## config.mk

```make
export PLATFORM = sky130hd
export DESIGN_NAME = extended_euclid_modular_inverse
export DESIGN_NICKNAME = d
export VERILOG_FILES = /design/src/sv/eem_pkg.sv /design/src/sv/eem_div.sv /design/src/sv/eem_coef_mac.sv /design/src/sv/extended_euclid_modular_inverse.sv
export SDC_FILE = /design/constraint.sdc
export NUM_CORES = 1
export LEC_CHECK = 0
export BUFFER_PORTS_ARGS = -buffer_cell sky130_fd_sc_hd__buf_4
export CAP_MARGIN = 30
export CORE_AREA = 2 2 218 242
export CTS_BUF_LIST = sky130_fd_sc_hd__clkbuf_8 sky130_fd_sc_hd__clkbuf_16
export DETAILED_ROUTE_END_ITERATION = 8
export DIE_AREA = 0 0 220 244
export GPL_TIMING_DRIVEN = 0
export PLACE_DENSITY = 0.85
export SKIP_LAST_GASP = 1
export SLEW_MARGIN = 0
export SYNTH_ARGS = -nofsm -noshare
export SYNTH_HDL_FRONTEND = slang
export SYNTH_SLANG_ARGS = --single-unit
```

## constraint.sdc

```tcl
create_clock -name aclk -period 9.47 [get_ports aclk]
set_input_delay 1.4205 -clock aclk [delete_from_list [all_inputs] [get_ports aclk]]
set_output_delay 1.4205 -clock aclk [all_outputs]
set_load 0.1 [all_outputs]
```

## src/sv/eem_pkg.sv

```systemverilog
`default_nettype none

package eem_pkg;

    typedef struct packed {
        logic valid;
        logic value;
    } qbit_t;

    typedef struct packed {
        logic busy;
        logic done;
    } div_stat_t;

endpackage

`default_nettype wire

```

## src/sv/eem_div.sv

```systemverilog
`default_nettype none

module eem_div #(
    parameter int OPERAND_BITS = 31
) (
    input  wire logic                     aclk,
    input  wire logic                     aresetn,
    input  wire logic                     start,
    input  wire logic [OPERAND_BITS-1:0]  dividend,
    input  wire logic [OPERAND_BITS-1:0]  divisor,
    output eem_pkg::qbit_t                qbit,
    output eem_pkg::div_stat_t            stat,
    output logic      [OPERAND_BITS-1:0]  remainder
);

    localparam int CNT_W = $clog2(OPERAND_BITS);

    logic [OPERAND_BITS-1:0] dvd_reg;
    logic [OPERAND_BITS-1:0] dvs_reg;
    logic [OPERAND_BITS-1:0] rem_reg;
    logic [CNT_W-1:0]        cnt_reg;
    logic                    busy_reg;
    logic                    done_reg;

    logic [OPERAND_BITS:0]   rem_shift;
    logic [OPERAND_BITS:0]   diff;
    logic                    ge;
    logic [OPERAND_BITS-1:0] rem_next;

    always_comb begin
        rem_shift = {rem_reg, dvd_reg[OPERAND_BITS-1]};
        ge        = rem_shift >= {1'b0, dvs_reg};
        diff      = rem_shift - {1'b0, dvs_reg};
        rem_next  = ge ? diff[OPERAND_BITS-1:0] : rem_shift[OPERAND_BITS-1:0];
    end

    always_ff @(posedge aclk) begin
        if (!aresetn) begin
            busy_reg <= 1'b0;
            done_reg <= 1'b0;
        end else begin
            done_reg <= 1'b0;
            if (start) begin
                busy_reg <= 1'b1;
                cnt_reg  <= CNT_W'(OPERAND_BITS - 1);
                dvd_reg  <= dividend;
                dvs_reg  <= divisor;
                rem_reg  <= '0;
            end else if (busy_reg) begin
                rem_reg <= rem_next;
                dvd_reg <= {dvd_reg[OPERAND_BITS-2:0], 1'b0};
                cnt_reg <= cnt_reg - 1'b1;
                if (cnt_reg == '0) begin
                    busy_reg <= 1'b0;
                    done_reg <= 1'b1;
                end
            end
        end
    end

    assign qbit      = '{valid: busy_reg, value: ge};
    assign stat      = '{busy: busy_reg, done: done_reg};
    assign remainder = rem_reg;

endmodule

`default_nettype wire

```

## src/sv/eem_coef_mac.sv

```systemverilog
`default_nettype none

module eem_coef_mac #(
    parameter int OPERAND_BITS = 31
) (
    input  wire logic                   aclk,
    input  wire logic                   start,
    input  wire eem_pkg::qbit_t         qbit,
    input  wire logic [OPERAND_BITS:0]  coef,
    output logic      [OPERAND_BITS:0]  acc
);

    logic [OPERAND_BITS:0] acc_reg;
    logic [OPERAND_BITS:0] acc_next;

    // shift in one quotient bit per beat while qbit.valid is high, MSB first
    always_comb begin
        acc_next = {acc_reg[OPERAND_BITS-1:0], 1'b0} + (qbit.value ? coef : '0);
    end

    always_ff @(posedge aclk) begin
        if (start) begin
            acc_reg <= '0;
        end else if (qbit.valid) begin
            acc_reg <= acc_next;
        end
    end

    assign acc = acc_reg;

endmodule

`default_nettype wire

```

## src/sv/extended_euclid_modular_inverse.sv

```systemverilog
// Extended Euclid and modular inverse, one result beat per input beat.
// s_ channel: s_tdata carries operand_a (low) and modulus_b; a beat is
// taken when s_tvalid and s_tready are high. s_tready is high only while
// the block is idle, so one operand pair is in work at a time.
// m_ channel: m_tdata carries coef_x, coef_y, inverse, gcd_value; m_tuser
// carries zero_modulus. The result is held in output registers until
// m_tready takes it; while the receiver stalls, no new beat is taken.
// Operation: each Euclid step is a bit-serial restoring division giving
// OPERAND_BITS quotient bits, with the quotient times each coefficient
// built in the same cycles by shift-and-add; the coefficients are then
// updated in the cycle in which the divider reports done. At most 45
// steps at 31 bits (operand_a below modulus_b costs one extra step).
// A zero modulus gives the result the cycle after its beat. s_tready
// rises again in the cycle after the result beat is taken.
// Reset (aresetn low, synchronous) drops any operation in progress and
// any pending result; the block returns idle with s_tready high.
`default_nettype none

module extended_euclid_modular_inverse #(
    parameter int OPERAND_BITS = 31
) (
    input  wire logic                  aclk,
    input  wire logic                  aresetn,
    input  wire logic                  s_tvalid,
    output logic                       s_tready,
    // operand_a, modulus_b, zero fill
    input  wire logic [((2*OPERAND_BITS+7)/8)*8-1:0] s_tdata,
    output logic                       m_tvalid,
    input  wire logic                  m_tready,
    // coef_x, coef_y, inverse, gcd_value, zero fill
    output logic [((4*OPERAND_BITS+9)/8)*8-1:0]      m_tdata,
    // zero_modulus
    output logic [0:0]                 m_tuser
);

    localparam int N     = OPERAND_BITS;
    localparam int CW    = OPERAND_BITS + 1;
    localparam int OUT_W = ((4*OPERAND_BITS+9)/8)*8;
    localparam int USED  = 2*CW + 2*N;

    typedef enum logic [1:0] {
        ST_IDLE,
        ST_DIV,
        ST_OUT
    } state_t;

    state_t state_reg;

    logic [N-1:0]  b_reg;
    logic [N-1:0]  mod_reg;
    logic [CW-1:0] xp_reg, xc_reg, yp_reg, yc_reg;
    logic [CW-1:0] cx_reg, cy_reg;
    logic [N-1:0]  inv_reg, gcd_reg;
    logic          zero_reg;

    logic [N-1:0]  in_a, in_b;
    logic          in_beat;
    logic          div_start;
    logic [N-1:0]  div_dividend, div_divisor;
    logic [N-1:0]  rem;
    logic [CW-1:0] accx, accy;
    logic [CW-1:0] xn_next, yn_next;
    logic [N-1:0]  inv_next;

    eem_pkg::qbit_t     qbit;
    eem_pkg::div_stat_t div_stat;

    assign in_a    = s_tdata[N-1:0];
    assign in_b    = s_tdata[2*N-1:N];
    assign in_beat = s_tvalid && s_tready;

    always_comb begin
        div_start    = 1'b0;
        div_dividend = b_reg;
        div_divisor  = rem;
        case (state_reg)
            ST_IDLE: begin
                div_start    = in_beat && (in_b != '0);
                div_dividend = in_a;
                div_divisor  = in_b;
            end
            ST_DIV: begin
                div_start = div_stat.done && (rem != '0);
            end
            default: begin
                div_start = 1'b0;
            end
        endcase
        xn_next  = xp_reg - accx;
        yn_next  = yp_reg - accy;
        inv_next = xc_reg[CW-1] ? (xc_reg[N-1:0] + mod_reg) : xc_reg[N-1:0];
    end

    eem_div #(.OPERAND_BITS(N)) u_div (
        .aclk      (aclk),
        .aresetn   (aresetn),
        .start     (div_start),
        .dividend  (div_dividend),
        .divisor   (div_divisor),
        .qbit      (qbit),
        .stat      (div_stat),
        .remainder (rem)
    );

    eem_coef_mac #(.OPERAND_BITS(N)) u_mac_x (
        .aclk  (aclk),
        .start (div_start),
        .qbit  (qbit),
        .coef  (xc_reg),
        .acc   (accx)
    );

    eem_coef_mac #(.OPERAND_BITS(N)) u_mac_y (
        .aclk  (aclk),
        .start (div_start),
        .qbit  (qbit),
        .coef  (yc_reg),
        .acc   (accy)
    );

    always_ff @(posedge aclk) begin
        if (!aresetn) begin
            state_reg <= ST_IDLE;
        end else begin
            case (state_reg)
                ST_IDLE: begin
                    if (in_beat) begin
                        b_reg   <= in_b;
                        mod_reg <= in_b;
                        xp_reg  <= CW'(1);
                        yp_reg  <= '0;
                        xc_reg  <= '0;
                        yc_reg  <= CW'(1);
                        if (in_b == '0) begin
                            cx_reg    <= '0;
                            cy_reg    <= '0;
                            inv_reg   <= '0;
                            gcd_reg   <= '0;
                            zero_reg  <= 1'b1;
                            state_reg <= ST_OUT;
                        end else begin
                            state_reg <= ST_DIV;
                        end
                    end
                end
                ST_DIV: begin
                    if (div_stat.done) begin
                        if (rem == '0) begin
                            cx_reg    <= xc_reg;
                            cy_reg    <= yc_reg;
                            inv_reg   <= inv_next;
                            gcd_reg   <= b_reg;
                            zero_reg  <= 1'b0;
                            state_reg <= ST_OUT;
                        end else begin
                            xp_reg <= xc_reg;
                            xc_reg <= xn_next;
                            yp_reg <= yc_reg;
                            yc_reg <= yn_next;
                            b_reg  <= rem;
                        end
                    end
                end
                ST_OUT: begin
                    if (m_tready) begin
                        state_reg <= ST_IDLE;
                    end
                end
                default: begin
                    state_reg <= ST_IDLE;
                end
            endcase
        end
    end

    assign s_tready = aresetn && (state_reg == ST_IDLE);
    assign m_tvalid = (state_reg == ST_OUT);
    assign m_tdata  = {{(OUT_W - USED){1'b0}}, gcd_reg, inv_reg, cy_reg, cx_reg};
    assign m_tuser  = zero_reg;

    a_no_overlap: assert property (@(posedge aclk) disable iff (!aresetn)
        !(s_tready && m_tvalid))
        else $error("input and result sides open together");

    a_zero_clears: assert property (@(posedge aclk) disable iff (!aresetn)
        m_tvalid && m_tuser[0] |-> m_tdata == '0)
        else $error("zero modulus result carries data");

    a_gcd_nonzero: assert property (@(posedge aclk) disable iff (!aresetn)
        m_tvalid && !m_tuser[0] |-> gcd_reg != '0)
        else $error("zero gcd for nonzero modulus");

    a_div_in_step: assert property (@(posedge aclk) disable iff (!aresetn)
        div_stat.busy |-> state_reg == ST_DIV)
        else $error("divider running outside a step");

    a_done_after_busy: assert property (@(posedge aclk) disable iff (!aresetn)
        div_stat.done |-> $past(div_stat.busy))
        else $error("divider done without a run");

endmodule

`default_nettype wire

```

==> impl_metrics.py, run 1 <==
metrics = {
    "status": {
        "outcome": "finished clean",
    },
    "global_route": {
        "gr-usage-all-layers": 0.297,
        "antenna_found_initial": 1,
        "gr-total-overflow": 0,
        "grt_pass1_wl_um": 122000,
        "grt_max_degree": 41,
        "first_global_vias": 21600,
    },
    "setup_path": {
        "crit_required_ns": 9.99,
        "cp-start-kind": "flop",
        "critical_path.cell_chain": "ha_1 > a21o_1 > a21o_1 > a21oi_2 > a21oi_1 > or4_4 > nor2_1 > buf_2 > buf_1 > nor2_1 > ha_1 > fa_1 > a21o_1 > a21o_1 > a2111oi_4 > o31ai_2 > a21oi_2 > o21ai_1 > a221o_1 > a2111oi_2 > a31oi_1 > o21ai_1",
        "r2r_end": "u_mac_x.acc[31]",
        "crit_arrival_ns": 7.41,
        "slowest_delay_ns": 0.57,
        "rrSetupSlack_ns": 2.57,
        "cp_slowest_cell": "buf_1",
        "r2r_start": "u_div.remainder[20]",
        "crit_top_cell": "a21o_1",
        "crit_type": "flop to flop",
        "cp-end-kind": "flop",
        "reg2reg_depth": 22,
        "critPathMaxFanout": 10,
    },
    "logic_synthesis": {
        "netlist-cell-type-count": 83,
        "synth_edf_count": 415,
        "muxShareOfSynthArea": 0.0424,
        "avgSynthCellArea_um2": 10.4,
        "synth_warnings": 0,
        "ys_seq_elements": 483,
        "synth_area_leaders": "edfxtp_1, ha_1, dfxtp_1",
        "syn_inst": 2677,
        "synth-compound-area-share": 0.141,
        "yosys.area_share.simple": 0.159,
        "netlist_area_um2": 27900,
        "synth_xor_area_frac": 0.0430,
        "synth_async_sr_flop_share": 0,
        "synth_area_leader_cell": "edfxtp_1",
        "yosysTopAreaCellShare": 0.447,
        "synth_fa_ha_area_frac": 0.0869,
        "synth_top_family_by_area": "simple AND/OR/NAND/NOR gates",
        "synth_flop_cell": "edfxtp_1",
        "yosysSeqAreaShare": 0.496,
    },
    "timing": {
        "rsz0062_at_grt": "false",
        "slew_viol_final": 0,
        "period_needed_ns": 6.90,
        "fmax_mhz": 145,
        "setup_viol": 0,
        "setup_ws_ns": 2.57,
        "period_share": 0.728,
        "slew_headroom": 0.290,
        "hold_viol_final": 0,
        "finalSetupTns_ns": 0,
        "skew_ns": 0.0267,
        "tightest_slew_ns": 1.07,
    },
    "clocking": {
        "cts.sinks": 483,
        "cts_tree": "built",
        "cts_hold_buf": 0,
        "root_buffer": "clkbuf_16",
        "cts-buffers-inserted": 51,
        "htreeDepth": 2,
        "clk_pin_slew_ns": 0.06,
        "clkLatencyLatePin_ns": 0.61,
        "post-cts-setup-buffer-count": 0,
        "cts_resized": 0,
        "clockBufferDepth": 3,
    },
    "route": {
        "drt-total-wl_um": 80500,
        "ant_nets": 0,
        "firstDrtPassIters": 8,
        "routedWlPerCell_um": 22.0,
        "via_per_inst": 6.08,
        "vias": 22200,
        "drc": 0,
        "drt_iter0_drc": 2226,
    },
    "power": {
        "p_leak_uw": 0.0132,
        "finalPower_uw": 6830,
        "power.density_nw_per_um2": 212,
        "ir_drop_v": 0.000169,
    },
    "cells_and_area": {
        "drive_gt1_frac": 0.123,
        "fin_area_um2": 32200,
        "area_growth_pct": 15.6,
        "nets": 3200,
    },
    "worst_hold_path": {
        "holdPathEnd": "u_mac_x.acc[24]",
        "hold_path_class": "flop to flop",
        "hold_depth": 2,
        "min-delay-start": "u_mac_x.acc[24]",
    },
    "run": {
        "timing.max_cap.violations": 0,
    },
    "place": {
        "gp_congestion": 0.972,
        "place_area_um2": 30500,
        "io_buffers": 194,
        "dp_slack_ns": 2.73,
        "dp_hpwl_um": 60700,
    },
    "floorplan": {
        "die-area_um2": 53700,
        "pin_count": 199,
        "die_w_um": 220,
        "initial_utilization": 0.547,
        "rows": 87,
        "dieHeight_um": 244,
        "core_um2": 50900,
    },
}
==> Yosys cell counts, types with 18 or more instances <==
| library cell | n |
|---|---|
| a21oi_1 | 158 |
| nor2b_1 | 29 |
| xor2_1 | 53 |
| o21a_1 | 26 |
| dfxtp_1 | 68 |
| a31oi_1 | 23 |
| nor3_1 | 42 |
| edfxtp_1 | 415 |
| and2_1 | 164 |
| nand2_1 | 286 |
| ha_1 | 184 |
| inv_1 | 134 |
| nand3_1 | 48 |
| clkbuf_1 | 66 |
| mux2_2 | 32 |
| a21o_1 | 87 |
| o21ai_0 | 137 |
| nor2_1 | 216 |
| xnor2_1 | 84 |
| nor4_1 | 18 |
| a211oi_1 | 30 |
| nand2b_1 | 26 |
| or3_1 | 21 |
| mux2i_1 | 82 |
==> metal layers <==
metal | track usage | vias to the layer above | share of wire
met3 | 0.0501 | 224 | 0.081
met1 | 0.383 | 10600 | 0.40
met2 | 0.474 | 1105 | 0.46
met4 | 0.170 | 0 | 0.062
met5 | 0 | - | 0
li1 | - | 10300 | -
==> stage by stage <==
step | hold WS [ns] | instances | util
2_1_floorplan | 0.453 | 2678 | -
3_3_place_gp | 0.476 | 3539 | 0.593
3_5_place_dp | 0.482 | 3555 | 0.599
4_1_cts | 0.489 | 3649 | 0.632
5_1_grt | 0.519 | 3651 | 0.633
6_report | 0.489 | 3651 | 0.633
==> where the power goes <==
group | switching (µW) | internal (µW) | total, µW
logic | 1230 | 869 | 2100
registers | 148 | 2510 | 2660
clock network | 860 | 1200 | 2060
==> kinds of logic after synthesis <==
kind of cell	count (synthesis)
xor+xnor	137
compound gates	605
buf+inv	231
fa+ha+maj	190
other cells	1
simple gates	916
mux	114
flops	483
==> worst max-delay path by stage <==
stage	from	to	slack, ns	cells after the start
floorplan	aresetn	b_reg[0]	0.65	2
global placement	aresetn	xp_reg[12]	-2.90	3
detailed placement	u_div.remainder[20]	u_mac_x.acc[31]	2.73	22
CTS	u_div.remainder[26]	u_mac_x.acc[31]	2.69	22
global route	u_div.remainder[26]	u_mac_x.acc[31]	2.21	22
finish	u_div.remainder[20]	u_mac_x.acc[31]	2.57	22
==> placed cells by master, fill, tap and decap left out, drive strengths merged, types with 8 or more instances in the layout <==
| master | count |
|---|---|
| nand4 | 15 |
| a21oi | 162 |
| clkinv | 23 |
| nand2 | 286 |
| dfxtp | 68 |
| a211o | 8 |
| a31oi | 24 |
| o21a | 26 |
| o21bai | 13 |
| mux2i | 82 |
| nor2b | 29 |
| xor2 | 53 |
| o21ai | 143 |
| a21o | 87 |
| a21boi | 10 |
| and2 | 164 |
| xnor2 | 84 |
| clkbuf | 119 |
| nor3b | 11 |
| ha | 184 |
| buf | 240 |
| and3 | 16 |
| nand3 | 48 |
| inv | 145 |
| nor4 | 18 |
| nor2 | 216 |
| or3 | 21 |
| edfxtp | 415 |
| mux2 | 32 |
| nand2b | 26 |
| nor3 | 42 |
| o31ai | 14 |
| a211oi | 31 |
==> worst max-delay path: cells and delay by family, from the launching register on <==
kind	cells	cell delay, ns
compound gates	14	3.14
buf+inv	2	0.98
simple gates	3	1.11
flops	1	0.48
fa+ha+maj	3	1.09
==> final cells by class <==
class / instances / area, µm²
clock buffers: 53 / 1330
multi-input cells: 1964 / 13200
clock inverters: 41 / 377
repair buffers: 211 / 1780
flip-flops and latches: 483 / 13800
diodes: 1 / 2.50
inverters: 136 / 510
plain buffers: 95 / 387
fillers: 3942 / 18700
well taps: 667 / 835
Note: power is estimated with default switching activity, not from simulation.
==> run 2, diff against run 1 <==
- ABC_AREA: default -> 1
- CORE_AREA: 2 2 218 242 -> 2 2 224 248
- DIE_AREA: 0 0 220 244 -> 0 0 226 250
- PLACE_DENSITY: 0.85 -> 0.88
- clock period: 9.47 -> 6.23 ns (I/O delays scaled with it)
==> run 2 against run 1 <==
Non-clock buffer count up 6. Worst setup slack worse by 1.1 ns. Clock skew up 0.0016 ns. Synthesized area up 5.2%. Hold slack better by 0.0045 ns. Die area up 5.3%. Utilization down 0.36 points. Clock power up 68%. Cell area up 5.7%. Sequential share of layout area down 2.3 points. Critical path depth up 1. Largest power group is now combinational logic.
==> impl_metrics.py, run 2 <==
metrics = {
    "status": {
        "outcome": "finished clean",
    },
    "cells_and_area": {
        "instances_no_fill": 4632,
        "nets": 4114,
        "area_growth_pct": 16.1,
        "drive_gt1_frac": 0.0932,
        "n_antenna_cell": 0,
        "layout_common_cells": "nand2_1, inv_1, nor2_1",
        "layout_commonest_cell": "nand2_1",
    },
    "logic_synthesis": {
        "yosysSeqAreaShare": 0.471,
        "synth_area_leaders": "edfxtp_1, nand2_1, ha_1",
        "netlist-cell-type-count": 49,
        "avgSynthCellArea_um2": 8.19,
        "synth_edf_count": 415,
        "netlist_area_um2": 29400,
        "yosysTopAreaCellShare": 0.425,
        "ys_seq_elements": 483,
        "syn_inst": 3585,
        "synth_area_leader_cell": "edfxtp_1",
        "synth_warnings": 0,
        "synth_async_sr_flop_share": 0,
        "synth_flop_cell": "edfxtp_1",
        "synth_commonest_cells": "nand2_1, inv_1, nor2_1",
        "synth_most_common_cell": "nand2_1",
    },
    "setup_path": {
        "r2r_start": "u_div.remainder[22]",
        "reg2reg_depth": 23,
        "crit_arrival_ns": 5.25,
        "cp_slowest_cell": "edfxtp_1",
        "crit_type": "flop to flop",
        "cp-start-kind": "flop",
        "crit_required_ns": 6.74,
        "r2r_end": "u_mac_x.acc[27]",
        "critPathMaxFanout": 10,
        "critical_path.cell_chain": "ha_1 > nand2_1 > inv_1 > a21oi_2 > nand2_1 > a21oi_1 > nand2_2 > inv_1 > buf_2 > buf_2 > nor2_1 > ha_1 > fa_1 > nand2_1 > o21ai_1 > a21boi_1 > o21bai_1 > nand3_1 > nand3_1 > nand2_1 > nand2_1 > o21ai_1 > inv_1",
        "rrSetupSlack_ns": 1.49,
        "cp-end-kind": "flop",
        "crit_top_cell": "nand2_1",
        "slowest_delay_ns": 0.48,
    },
    "timing": {
        "hold_viol_final": 0,
        "slew_viol_final": 0,
        "fmax_mhz": 211,
        "skew_ns": 0.0283,
        "rsz0062_at_grt": "false",
        "period_needed_ns": 4.74,
        "tightest_slew_ns": 1.01,
        "holdWs_ns": 0.494,
        "setup_ws_ns": 1.49,
        "slew_headroom": 0.323,
        "period_share": 0.761,
        "setup_viol": 0,
    },
    "route": {
        "firstDrtPassIters": 9,
        "drc": 0,
        "ant_nets": 0,
        "via_per_inst": 5.76,
        "drt_iter0_drc": 3396,
        "drt-total-wl_um": 94700,
        "vias": 26700,
        "routedWlPerCell_um": 20.4,
    },
    "clocking": {
        "post-cts-setup-buffer-count": 0,
        "cts-buffers-inserted": 50,
        "clk_pin_slew_ns": 0.07,
        "clockBufferDepth": 3,
        "root_buffer": "clkbuf_16",
        "cts.sinks": 483,
        "cts_hold_buf": 0,
        "cts_resized": 0,
        "cts_tree": "built",
        "htreeDepth": 2,
        "clkLatencyLatePin_ns": 0.64,
    },
    "run": {
        "timing.max_cap.violations": 0,
    },
    "power": {
        "ir_drop_v": 0.000256,
        "power.density_nw_per_um2": 367,
        "p_leak_uw": 0.0150,
    },
    "place": {
        "io_buffers": 194,
        "gp_congestion": 1.01,
        "dpl.cell_count": 4540,
        "dp_slack_ns": 1.58,
        "dp_hpwl_um": 73900,
    },
    "floorplan": {
        "initial_utilization": 0.542,
        "dieHeight_um": 250,
        "pin_count": 199,
        "core_um2": 54200,
        "die-area_um2": 56500,
        "die_w_um": 226,
        "rows": 90,
    },
    "global_route": {
        "antenna_found_initial": 4,
        "grt_pass1_wl_um": 144000,
        "gr-total-overflow": 0,
        "gr-usage-all-layers": 0.333,
        "grt_max_degree": 32,
        "first_global_vias": 25600,
    },
    "worst_hold_path": {
        "hold_depth": 2,
        "holdPathEnd": "u_mac_x.acc[3]",
        "hold_path_class": "flop to flop",
        "min-delay-start": "u_mac_x.acc[3]",
    },
}
[run 2: cell types whose count changed after synthesis, sizes merged, moves of 82 or more]
| cell | change |
|---|---|
| and2 | -161 |
| nor2 | +270 |
| nand2 | +408 |
| mux2i | -82 |
| o21ai | +201 |
| a21oi | +213 |
| inv | +375 |
[run 2: final cells by class]
type,count,area (µm²)
inverter,509,1910
tap,736,921
timing repair buffer,218,1880
multi-input combinational,2500,13200
clock inverter,42,621
fill,4477,20100
buffer,94,460
sequential,483,13800
clock buffer,50,1250
[run 2: kinds of logic after synthesis]
logic type / share of synthesized area
simple gates: 0.194
compound gates: 0.150
buf+inv: 0.0809
flops: 0.471
fa+ha+maj: 0.0825
xor+xnor: 0.0215
other cells: 0.000128
[run 2: how the worst max path moves through the flow]
stage / from / end / slack, ns
2_1_floorplan: aresetn / b_reg[0] / 0.29
3_3_place_gp: aresetn / b_reg[30] / -1.81
3_5_place_dp: u_div.remainder[22] / u_mac_x.acc[27] / 1.58
4_1_cts: u_div.remainder[22] / u_mac_x.acc[27] / 1.55
5_1_grt: u_div.remainder[14] / u_mac_x.acc[27] / 1.08
6_report: u_div.remainder[22] / u_mac_x.acc[27] / 1.49
[run 2: power by group]
part / total, µW / switching, µW / internal [µW] / leakage (µW)
Clock: 3470 / 1410 / 2060 / 0.000909
Combinational: 4840 / 3340 / 1490 / 0.00967
Sequential: 4200 / 216 / 3990 / 0.00444
[run 2: routing by layer]
layer,vias up,part of all wire,track usage
met2,1523,0.45,0.521
met5,-,0.00027,0
met4,4,0.055,0.167
li1,12600,-,-
met3,293,0.10,0.0729
met1,12300,0.39,0.436
[run 2: stage by stage]
stage / instance area, µm² / utilization / total power [µW] / setup TNS, ns
final: 34100 / 0.629 / 12500 / 0
after CTS: 34100 / 0.629 / 12400 / 0
after global placement: 31800 / 0.586 / 8790 / -478.30
after floorplan: 29400 / - / 7550 / 0
after global routing: 34100 / 0.629 / 13200 / 0
after detailed placement: 32200 / 0.595 / 8910 / 0
[run 2: critical path, delay by kind of cell, from the launching register on]
family | cells | cell delay [ns]
buffers and inverters | 5 | 1.02
DFF | 1 | 0.48
adders and majority gates | 3 | 1.01
and+or+nand+nor | 9 | 0.98
AOI/OAI and AO/OA | 6 | 1.14
